`config.mk`:
```
export PLATFORM = sky130hd
export DESIGN_NAME = ipv4_l4_header_classifier
export DESIGN_NICKNAME = d
export VERILOG_FILES = /design/src/hw/rtl/hcls_pkg.sv /design/src/hw/rtl/hcls_frame_parse.sv /design/src/hw/rtl/ipv4_l4_header_classifier.sv
export SDC_FILE = /design/constraint.sdc
export NUM_CORES = 1
export LEC_CHECK = 0
export ABC_AREA = 1
export BUFFER_PORTS_ARGS = -buffer_cell sky130_fd_sc_hd__buf_2
export CAP_MARGIN = 40
export CORE_MARGIN = 2
export CORE_UTILIZATION = 53
export DETAILED_ROUTE_END_ITERATION = 7
export GPL_TIMING_DRIVEN = 0
export PLACE_DENSITY = 0.75
export SKIP_CTS_REPAIR_TIMING = 1
export SLEW_MARGIN = 0
export SYNTH_ARGS = -nofsm -noshare
export SYNTH_HDL_FRONTEND = slang
export SYNTH_SLANG_ARGS = --single-unit
```
`constraint.sdc`:
```
create_clock -name clk -period 6 [get_ports clk]
set_clock_uncertainty 0.05 [all_clocks]
set_input_delay 0.9 -clock clk [delete_from_list [all_inputs] [get_ports clk]]
set_output_delay 0.9 -clock clk [all_outputs]
set_load 0.01 [all_outputs]
```
`src/hw/rtl/hcls_pkg.sv`:
```
// Shared types and constants for the IPv4 L4 header classifier.
// Holds the verdict codes, the configuration register indexes and the result struct.
// No dependencies.
`default_nettype none

package hcls_pkg;

	localparam logic [15:0] ETHERTYPE_ARP  = 16'h0806;
	localparam logic [15:0] ETHERTYPE_IPV4 = 16'h0800;
	localparam logic [7:0]  PROTO_TCP      = 8'd6;
	localparam logic [7:0]  PROTO_UDP      = 8'd17;

	// Byte offsets inside the frame.
	localparam logic [7:0] IP_START      = 8'd14;
	localparam logic [7:0] ADDR_END      = 8'd34;
	localparam logic [7:0] TCP_NEED      = 8'd14;
	localparam logic [7:0] UDP_NEED      = 8'd4;
	localparam logic [7:0] TCP_FLAGS_OFS = 8'd13;
	localparam logic [6:0] OFFSET_MAX    = 7'd127;

	localparam int CFG_INDEX_W = 2;
	localparam int CFG_DATA_W  = 32;

	typedef enum logic [CFG_INDEX_W-1:0] {
		CFG_VIRTUAL_ADDRESS = 2'd0,
		CFG_VIRTUAL_PORT    = 2'd1,
		CFG_OWN_ADDRESS     = 2'd2
	} cfg_index_t;

	typedef enum logic [1:0] {
		VERDICT_DROP    = 2'd0,
		VERDICT_ARP     = 2'd1,
		VERDICT_FORWARD = 2'd2,
		VERDICT_REVERSE = 2'd3
	} verdict_t;

	typedef struct packed {
		logic [31:0] virtual_address;
		logic [15:0] virtual_port;
		logic [31:0] own_address;
	} hcls_cfg_t;

	typedef struct packed {
		verdict_t    verdict;
		logic        meta_valid;
		logic [31:0] source_ip;
		logic [31:0] dest_ip;
		logic [15:0] source_port;
		logic [15:0] dest_port;
		logic [7:0]  protocol;
		logic [7:0]  tcp_flag_bits;
		logic [47:0] src_mac;
		logic        direction;
		logic        truncated;
	} hcls_result_t;

endpackage

`default_nettype wire

```
`src/hw/rtl/hcls_frame_parse.sv`:
```
// Per-frame header state and classification logic for the classifier.
// Updates the header fields one byte per step and forms the verdict for the last byte.
// Depends on hcls_pkg.
`default_nettype none

module hcls_frame_parse (
	input  wire logic                  clk,
	input  wire logic                  arst_n,
	input  wire logic                  step,
	input  wire logic [7:0]            byte_in,
	input  wire logic                  last_in,
	input  wire hcls_pkg::hcls_cfg_t   cfg,
	output hcls_pkg::hcls_result_t     result
);
	import hcls_pkg::*;

	logic [6:0]  offset_q;
	logic [15:0] ether_kind_q;
	logic [3:0]  header_words_q;
	logic [7:0]  proto_q;
	logic [31:0] src_addr_q;
	logic [31:0] dst_addr_q;
	logic [15:0] src_port_q;
	logic [15:0] dst_port_q;
	logic [7:0]  flags_q;
	logic [47:0] mac_q;

	logic [15:0] ether_kind_n;
	logic [3:0]  header_words_n;
	logic [7:0]  proto_n;
	logic [31:0] src_addr_n;
	logic [31:0] dst_addr_n;
	logic [15:0] src_port_n;
	logic [15:0] dst_port_n;
	logic [7:0]  flags_n;
	logic [47:0] mac_n;
	logic [6:0]  offset_n;
	logic [7:0]  off;
	logic [7:0]  l4;
	logic [7:0]  need;
	logic [7:0]  len;
	logic        is_tcp;

	always_comb begin
		off = {1'b0, offset_q};
		len = off + 8'd1;

		header_words_n = header_words_q;
		if (off == IP_START) begin
			header_words_n = byte_in[3:0];
		end
		l4 = IP_START + {2'b00, header_words_n, 2'b00};

		mac_n = mac_q;
		if (off >= 8'd6 && off <= 8'd11) begin
			mac_n = {mac_q[39:0], byte_in};
		end
		ether_kind_n = ether_kind_q;
		if (off == 8'd12 || off == 8'd13) begin
			ether_kind_n = {ether_kind_q[7:0], byte_in};
		end
		proto_n = proto_q;
		if (off == 8'd23) begin
			proto_n = byte_in;
		end
		src_addr_n = src_addr_q;
		if (off >= 8'd26 && off <= 8'd29) begin
			src_addr_n = {src_addr_q[23:0], byte_in};
		end
		dst_addr_n = dst_addr_q;
		if (off >= 8'd30 && off <= 8'd33) begin
			dst_addr_n = {dst_addr_q[23:0], byte_in};
		end
		src_port_n = src_port_q;
		dst_port_n = dst_port_q;
		flags_n    = flags_q;
		if (off >= IP_START) begin
			if (off == l4 || off == l4 + 8'd1) begin
				src_port_n = {src_port_q[7:0], byte_in};
			end
			if (off == l4 + 8'd2 || off == l4 + 8'd3) begin
				dst_port_n = {dst_port_q[7:0], byte_in};
			end
			if (off == l4 + TCP_FLAGS_OFS) begin
				flags_n = byte_in;
			end
		end

		offset_n = (offset_q == OFFSET_MAX) ? offset_q : offset_q + 7'd1;

		is_tcp = (proto_n == PROTO_TCP);
		need = l4 + (is_tcp ? TCP_NEED : UDP_NEED);
		if (need < ADDR_END) begin
			need = ADDR_END;
		end

		result = '0;
		result.verdict = VERDICT_DROP;
		if (len < IP_START) begin
			result.truncated = 1'b1;
		end else if (ether_kind_n == ETHERTYPE_ARP) begin
			result.verdict = VERDICT_ARP;
		end else if (ether_kind_n != ETHERTYPE_IPV4) begin
			result.verdict = VERDICT_DROP;
		end else if (len < 8'd24) begin
			result.truncated = 1'b1;
		end else if (is_tcp || proto_n == PROTO_UDP) begin
			if (len < need) begin
				result.truncated = 1'b1;
			end else begin
				result.meta_valid    = 1'b1;
				result.source_ip     = src_addr_n;
				result.dest_ip       = dst_addr_n;
				result.source_port   = src_port_n;
				result.dest_port     = dst_port_n;
				result.protocol      = proto_n;
				result.tcp_flag_bits = is_tcp ? flags_n : 8'd0;
				result.src_mac       = mac_n;
				if (dst_addr_n == cfg.virtual_address && dst_port_n == cfg.virtual_port) begin
					result.verdict = VERDICT_FORWARD;
				end else if (dst_addr_n == cfg.own_address) begin
					result.verdict   = VERDICT_REVERSE;
					result.direction = 1'b1;
				end
			end
		end
	end

	// The whole frame state returns to zero after the last byte.
	always_ff @(posedge clk or negedge arst_n) begin
		if (!arst_n) begin
			offset_q       <= '0;
			ether_kind_q   <= '0;
			header_words_q <= '0;
			proto_q        <= '0;
			src_addr_q     <= '0;
			dst_addr_q     <= '0;
			src_port_q     <= '0;
			dst_port_q     <= '0;
			flags_q        <= '0;
			mac_q          <= '0;
		end else if (step) begin
			if (last_in) begin
				offset_q       <= '0;
				ether_kind_q   <= '0;
				header_words_q <= '0;
				proto_q        <= '0;
				src_addr_q     <= '0;
				dst_addr_q     <= '0;
				src_port_q     <= '0;
				dst_port_q     <= '0;
				flags_q        <= '0;
				mac_q          <= '0;
			end else begin
				offset_q       <= offset_n;
				ether_kind_q   <= ether_kind_n;
				header_words_q <= header_words_n;
				proto_q        <= proto_n;
				src_addr_q     <= src_addr_n;
				dst_addr_q     <= dst_addr_n;
				src_port_q     <= src_port_n;
				dst_port_q     <= dst_port_n;
				flags_q        <= flags_n;
				mac_q          <= mac_n;
			end
		end
	end

`ifndef SYNTHESIS
	a_offset_cleared: assert property (@(posedge clk) disable iff (!arst_n)
		step && last_in |=> offset_q == '0 && ether_kind_q == '0)
		else $error("frame state not cleared after last byte");
	a_offset_saturates: assert property (@(posedge clk) disable iff (!arst_n)
		step && !last_in && offset_q == OFFSET_MAX |=> offset_q == OFFSET_MAX)
		else $error("byte offset wrapped");
	a_idle_holds: assert property (@(posedge clk) disable iff (!arst_n)
		!step |=> $stable(offset_q) && $stable(dst_addr_q))
		else $error("frame state changed without a byte");
`endif

endmodule

`default_nettype wire

```
`src/hw/rtl/ipv4_l4_header_classifier.sv`:
```
// Top level of the IPv4 L4 header classifier: handshake, configuration and result register.
// Depends on hcls_pkg and hcls_frame_parse.
//
// Usage: an Ethernet frame enters one byte per transaction on the input channel
// (in_valid, in_stall, frame_byte, last_byte), in wire order, last_byte high on the
// final byte. Each frame yields exactly one result transaction on the output channel
// (out_valid, out_stall and the result fields), carrying the verdict, the extracted
// IPv4/TCP/UDP fields and the truncation flag.
// A last byte passes the input register, then the result register. Throughput is one byte
// per cycle while in_stall is low, limited only by the single input register and the
// one-deep result register. When the receiver stalls, the result is held; non-final
// bytes keep flowing, and the input stalls only when a final byte waits in the input
// register behind a held result. The user must write the configuration port (cfg_write,
// cfg_index, cfg_data) only while no frame is in flight; the block does not enforce it.
// Reset clears the configuration registers, the frame state and both valids.
`default_nettype none

module ipv4_l4_header_classifier (
	input  wire logic                             clk,
	input  wire logic                             arst_n,
	input  wire logic                             in_valid,
	output logic                                  in_stall,
	input  wire logic [7:0]                       frame_byte,
	input  wire logic                             last_byte,
	output logic                                  out_valid,
	input  wire logic                             out_stall,
	output logic [1:0]                            verdict,
	output logic                                  meta_valid,
	output logic [31:0]                           source_ip,
	output logic [31:0]                           dest_ip,
	output logic [15:0]                           source_port,
	output logic [15:0]                           dest_port,
	output logic [7:0]                            protocol,
	output logic [7:0]                            tcp_flag_bits,
	output logic [47:0]                           src_mac,
	output logic                                  direction,
	output logic                                  truncated,
	input  wire logic                             cfg_write,
	input  wire logic [hcls_pkg::CFG_INDEX_W-1:0] cfg_index,
	input  wire logic [hcls_pkg::CFG_DATA_W-1:0]  cfg_data
);
	import hcls_pkg::*;

	hcls_cfg_t    cfg_q;
	logic         valid_s1;
	logic [7:0]   byte_s1;
	logic         last_s1;
	logic         s1_move;
	logic         step;
	logic         accept;
	logic         out_valid_q;
	hcls_result_t result;
	hcls_result_t res_q;

	always_ff @(posedge clk or negedge arst_n) begin
		if (!arst_n) begin
			cfg_q <= '0;
		end else if (cfg_write) begin
			unique case (cfg_index_t'(cfg_index))
				CFG_VIRTUAL_ADDRESS: cfg_q.virtual_address <= cfg_data;
				CFG_VIRTUAL_PORT:    cfg_q.virtual_port    <= cfg_data[15:0];
				CFG_OWN_ADDRESS:     cfg_q.own_address     <= cfg_data;
				default: ;
			endcase
		end
	end

	// A final byte can leave the input register only when the result register is free.
	assign s1_move  = !last_s1 || !out_valid_q || !out_stall;
	assign in_stall = valid_s1 && !s1_move;
	assign accept   = in_valid && !in_stall;
	assign step     = valid_s1 && s1_move;

	always_ff @(posedge clk or negedge arst_n) begin
		if (!arst_n) begin
			valid_s1 <= 1'b0;
		end else if (!in_stall) begin
			valid_s1 <= in_valid;
		end
	end

	always_ff @(posedge clk) begin
		if (accept) begin
			byte_s1 <= frame_byte;
			last_s1 <= last_byte;
		end
	end

	hcls_frame_parse u_parse (
		.clk     (clk),
		.arst_n  (arst_n),
		.step    (step),
		.byte_in (byte_s1),
		.last_in (last_s1),
		.cfg     (cfg_q),
		.result  (result)
	);

	always_ff @(posedge clk or negedge arst_n) begin
		if (!arst_n) begin
			out_valid_q <= 1'b0;
		end else if (step && last_s1) begin
			out_valid_q <= 1'b1;
		end else if (!out_stall) begin
			out_valid_q <= 1'b0;
		end
	end

	always_ff @(posedge clk) begin
		if (step && last_s1) begin
			res_q <= result;
		end
	end

	assign out_valid     = out_valid_q;
	assign verdict       = res_q.verdict;
	assign meta_valid    = res_q.meta_valid;
	assign source_ip     = res_q.source_ip;
	assign dest_ip       = res_q.dest_ip;
	assign source_port   = res_q.source_port;
	assign dest_port     = res_q.dest_port;
	assign protocol      = res_q.protocol;
	assign tcp_flag_bits = res_q.tcp_flag_bits;
	assign src_mac       = res_q.src_mac;
	assign direction     = res_q.direction;
	assign truncated     = res_q.truncated;

`ifndef SYNTHESIS
	a_no_overwrite: assert property (@(posedge clk) disable iff (!arst_n)
		valid_s1 && last_s1 && out_valid_q && out_stall |-> in_stall)
		else $error("held result would be overwritten");
	a_meta_not_truncated: assert property (@(posedge clk) disable iff (!arst_n)
		out_valid |-> !(meta_valid && truncated))
		else $error("truncated frame reported with extracted fields");
	a_direction_reverse: assert property (@(posedge clk) disable iff (!arst_n)
		out_valid && direction |-> verdict == VERDICT_REVERSE)
		else $error("reverse direction without reverse verdict");
	a_empty_fields: assert property (@(posedge clk) disable iff (!arst_n)
		out_valid && !meta_valid |-> source_ip == '0 && src_mac == '0 && !direction)
		else $error("fields set without extracted metadata");
`endif

endmodule

`default_nettype wire

```
**Yosys cells after proc, flatten, opt, wreduce, memory -nomap -nowiden**

Cells that the tools add are included.

- Register bits: 443
- Bits in latches: 0
- RAM bits: 0
- Memory bits (read-only): 0
- Input bits: 48
- Output and inout bits: 167
- Logic and storage cells: 140
- Memories: 0

- Add/sub/neg operators: 8
- Multipliers: 0
- Div/mod/pow operators: 0
- Order comparisons: 11
- Eq/ne operators: 21
- Shift-type cells: 0
- Multiplexer cells: 41
- Bitwise operators: 2
- Reductions and logical operators: 28

Operators with widths:

| kind | count |
|---|---|
| $mux W163 | 2 |
| $mux W164 | 1 |
| $mux W16 | 8 |
| $mux W32 | 4 |
| $mux W48 | 2 |
| $eq A32 B32 Y1 | 2 |
| $mux W8 | 7 |
| $eq A7 B8 Y1 | 5 |
| $eq A7 B4 Y1 const B | 3 |
| $add A8 B2 Y8 const B | 2 |
| $eq A16 B12 Y1 const B | 1 |
| $eq A16 B16 Y1 | 1 |
| $ne A16 B12 Y1 const B | 1 |
| $ge A7 B5 Y1 const B | 2 |
| $mux W7 | 2 |
| $reduce_or A7 Y1 | 2 |
| $mux W4 | 3 |
| $mux W1 | 10 |
| $add A7 B1 Y8 const B | 1 |
| $add A8 B1 Y8 const B | 1 |
| $add A8 B4 Y8 const B | 1 |
| $add A8 B8 Y8 | 1 |
| $eq A8 B3 Y1 const B | 1 |
| $eq A8 B5 Y1 const B | 1 |
| 26 further kinds | 47 |

**Logic depth before layout (Yosys ltp)**

- Word-level depth: 16
- Gate-level depth with buffers: 35
- Depth with buffers taken out: 32

**Hierarchy**

A second synthesis with hierarchy kept.

- Cell total of the unflattened synthesis: 2,263
- Area total of the unflattened synthesis: 21,025.2 um^2

By module, submodules not included:

| module | times used | cells an instance | area each (um^2) | sequential area each (um^2) |
|---|---|---|---|---|
| hcls_frame_parse | 1 | 1,720 | 12,374.4 | 4,679.5 |
| ipv4_l4_header_classifier | 1 | 543 | 8,650.8 | 7,277.0 |

**Least setup slack after synthesis**

Ideal clock, no wire load.

- Kind: input to register
- Start point: input port out_stall
- End point: register res_q, in the netlist dest_ip[0] (enable)
- Library setup time: 0.519 ns
- Arrival time: 4.490 ns
- Data required time: 5.431 ns
- Setup slack: 0.941 ns
- Stages on the path: 5
- Buffers on the path: 0
- Cell sequence: nand3_1 nand2_1 inv_2 nand2_1 inv_1

- Word-level cells in the longest chain between the ends: 4

RTL lines:

| element | line | text |
|---|---|---|
| start: declaration | ipv4_l4_header_classifier.sv:26 | `input wire logic out_stall,` |
| $logic_not A1 Y1 | n/a |  |
| $logic_or A1 B1 Y1 | ipv4_l4_header_classifier.sv:69 | `assign s1_move = !last_s1 \|\| !out_valid_q \|\| !out_stall;` |
| $logic_and A1 B1 Y1 | ipv4_l4_header_classifier.sv:72 | `assign step = valid_s1 && s1_move;` |
| $logic_and A1 B1 Y1 | ipv4_l4_header_classifier.sv:110 | `if (step && last_s1) begin` |
| end signal: assignment | ipv4_l4_header_classifier.sv:111 | `res_q <= result;` |
| end: declaration | ipv4_l4_header_classifier.sv:53 | `hcls_result_t res_q;` |

No other way between the ends.
A chain may end at the register's enable or synchronous reset.

**Worst setup path in the final report**

- Start point: register u_parse.offset_q[0]
- End point: register res_q, in the netlist dest_ip[15], data pin

- Word-level cells in the longest chain between the ends: 9
- Elaborated cells between the ends (all ways): 28
- Classes of those cells: add/sub (3); order compare (6); eq/ne (8); mux (6); bitwise (1); reduce/logical (4)

RTL lines:

| element | line | text |
|---|---|---|
| start: declaration | hcls_frame_parse.sv:17 | `logic [6:0] offset_q;` |
| start signal: assignment | hcls_frame_parse.sv:155 | `offset_q <= offset_n;` |
| parallel branches: the longest is 9 deep, another holds $add A8 B8 Y8 | n/a |  |

Parallel ways; which one is timed is not known.

==> run summary <==
Max Cap Viol -> 0
Initial DRC Count -> 1364
All-Layer GR Usage -> 27.9%
Register Area -> 12000 um^2
FF-to-FF Start -> u_parse.offset_q[0]
Routability Congestion -> 0.943
DR vias -> 16499
clock buffer depth -> 3
status -> finished, final reports clean
Post-Syn Area per Cell -> 9.42 um^2
Vias/cell -> 5.55
Inserted Diodes -> 0
clk slew on worst S/H paths -> 0.06 ns
Core Util, Final -> 62.6%
Crit. End Element -> flop
Routed Antenna Nets -> 0
Filler cells -> 3126
dpl hpwl -> 39300 um
multi-input logic area -> 6720 um^2
fmax -> 192 MHz
Critical Path AT -> 5.54 ns
mapped cell area -> 20300 um^2
R2R setup slack -> 0.78 ns
Clock Latency Late Sink -> 0.58 ns
nets@finish -> 2493
I/O pin count -> 215
terminus of the critical flop-to-flop path -> dest_ip[15]
dpl cell area -> 22200 um^2
post-route cell area -> 23600 um^2
Worst-Margin Slew -> 0.800 ns
die height -> 200 um
worst path bufs/invs -> 7
part of the cycle the worst path needs -> 86.9%
row count -> 71
Synth Flop Type -> dfrtp_1
core area -> 37800 um^2
root buf cell -> clkbuf_16
CP top delay family -> simple AND/OR/NAND/NOR gates
post-synthesis cell count -> 2160
power per standard cell area -> 286 nW/um^2
IO Port Bufs -> 214
CTS buffer count -> 45
Hold Vio Cnt, Final -> 0
die area -> 40000 um^2
Worst setup SP type -> flop
Synth warnings -> 0
setup_tns -> 0 ns
Async SR Flop Fraction -> 60.7%
register area share after synthesis -> 58.8%
largest net degree at the start of global routing -> 105
routed wire length -> 55200 um
TritonCTS clock tree -> done
number of synthesized flops with an enable pin -> 174
H-tree depth -> 2
Worst EP required -> 6.33 ns
Synth cell types -> 47
flops & latches, synth -> 443
WS Path Type -> flop to flop
Critical Path Most Common Cell -> nand2_1
TritonCTS Sinks -> 443
Max rail drop VDD -> 0.199 mV
CP peak stage delay -> 0.47 ns
Final min period -> 5.22 ns
RSZ-0062 raised after global routing -> false
Final Setup Violations -> 0
Layout Area Growth over Synthesis -> 16.2%
drt drc -> 0
Hold WC Path Type -> input pin to async pin
Starting Density -> 53.9%
first-pass GRT wire length -> 85200 um
Hold Slack -> 0.232 ns
Leak -> 10.8 nW
number of global-route vias before repair -> 15834
Final Max Tran Viols -> 0
Rel. slew slack -> 46.1%
Remaining Overflow, GRT -> 0
Pre-antenna DRT Iters -> 6
worst-path maximum fanout -> 10
Die X -> 200 um
worst r2r path cells -> 32
Slowest cell on crit path -> dfrtp_1
drt wl/cell -> 18.6 um
fraction of layout cells with a size suffix above 1 -> 16.8%
initial antenna violation count -> 0
==> kinds of logic (layout without fill, tap and decap cells) <==
family          Yosys count  in the layout  synth area share [%]
other cells               2              5                0.0369
compound gates          462            462                  13.1
flops                   443            443                  58.8
simple gates            795            795                  16.5
buf+inv                 387            688                  8.24
xor+xnor                 54             54                  2.33
fa+ha+maj                17             17                  1.05
==> sequential cells by signal, summed over array words and instances, names as in the netlist, 16 cells and up <==
register              cells
source_ip                32
u_parse.src_port_q       16
cfg_q                    80
src_mac                  48
source_port              16
u_parse.src_addr_q       32
u_parse.ether_kind_q     16
u_parse.dst_port_q       16
dest_ip                  32
u_parse.mac_q            48
u_parse.dst_addr_q       32
dest_port                16
==> Yosys cell counts (11+ instances only) <==
master	instances	area, um^2
nand3_1	69	345
nor2_2	53	332
dfrtp_1	269	6730
ha_1	17	213
nand2_1	452	1700
nand4_1	11	68.8
xnor2_1	30	263
edfxtp_1	174	5230
o21ai_1	17	85.1
nor2_1	175	657
o22ai_1	166	1040
xor2_1	24	210
o21ai_2	21	184
o21ai_0	236	1180
clkbuf_1	76	285
inv_1	269	1010
==> power by group <==
group / leakage [nW] / switching (mW) / internal, mW
sequential: 5.32 / 0.109 / 3.30
clock: 0.709 / 1.18 / 1.63
combinational: 4.75 / 0.361 / 0.184
==> cell usage in the layout, fill, tap and decap left out, drive strengths merged, types with 2 or more instances in the layout <==
master	synthesis	final
nand2	463	463
inv	277	278
o21ai	276	276
dfrtp	269	269
buf	31	249
nor2	231	231
edfxtp	174	174
o22ai	166	166
clkbuf	76	139
nand3	70	70
xnor2	30	30
xor2	24	24
ha	17	17
clkinv	3	17
nand4	11	11
nor3	8	8
a21oi	8	8
nand3b	5	5
conb	2	5
bufinv	0	4
or2	3	3
o211ai	3	3
a211oi	3	3
nor4	3	3
a22o	2	2
==> worst max-delay path by stage <==
stage | start | endpoint | slack [ns] | cells past startpoint
2_1_floorplan | out_stall | dest_ip[0] | 0.94 | 5
3_3_place_gp | arst_n | cfg_q[5] | -1.02 | 1
3_5_place_dp | u_parse.offset_q[0] | dest_ip[15] | 0.89 | 32
4_1_cts | u_parse.offset_q[0] | dest_ip[15] | 0.84 | 32
5_1_grt | u_parse.offset_q[0] | dest_ip[15] | 0.46 | 32
6_report | u_parse.offset_q[0] | dest_ip[15] | 0.78 | 32
==> per-layer routing <==
metal	up-vias	share of wire [%]	global-route usage, %
met5	-	0	0
met4	0	4.5	13.0
met3	157	7.2	4.08
met2	757	47	45.6
met1	7876	41	37.0
li1	7709	-	-
==> per-stage QoR <==
step | setup WS, ns | cells | power [mW]
2_1_floorplan | 0.941 | 2163 | 3.77
4_1_cts | 0.841 | 2975 | 6.80
3_5_place_dp | 0.889 | 2892 | 4.01
3_3_place_gp | -1.02 | 2888 | 3.99
6_report | 0.784 | 2975 | 6.77
5_1_grt | 0.460 | 2975 | 7.00
==> area by class of cell <==
class                           count  area share [%]
Buffer                            107            2.62
Clock buffer                       63            5.31
Clock inverter                     20           0.890
Inverter                          280            4.49
Multi-Input combinational cell   1333            28.4
Sequential cell                   443            50.6
Tap cell                          511            2.71
Timing Repair Buffer              218            4.96
Note: power is estimated with default switching activity, not from simulation.
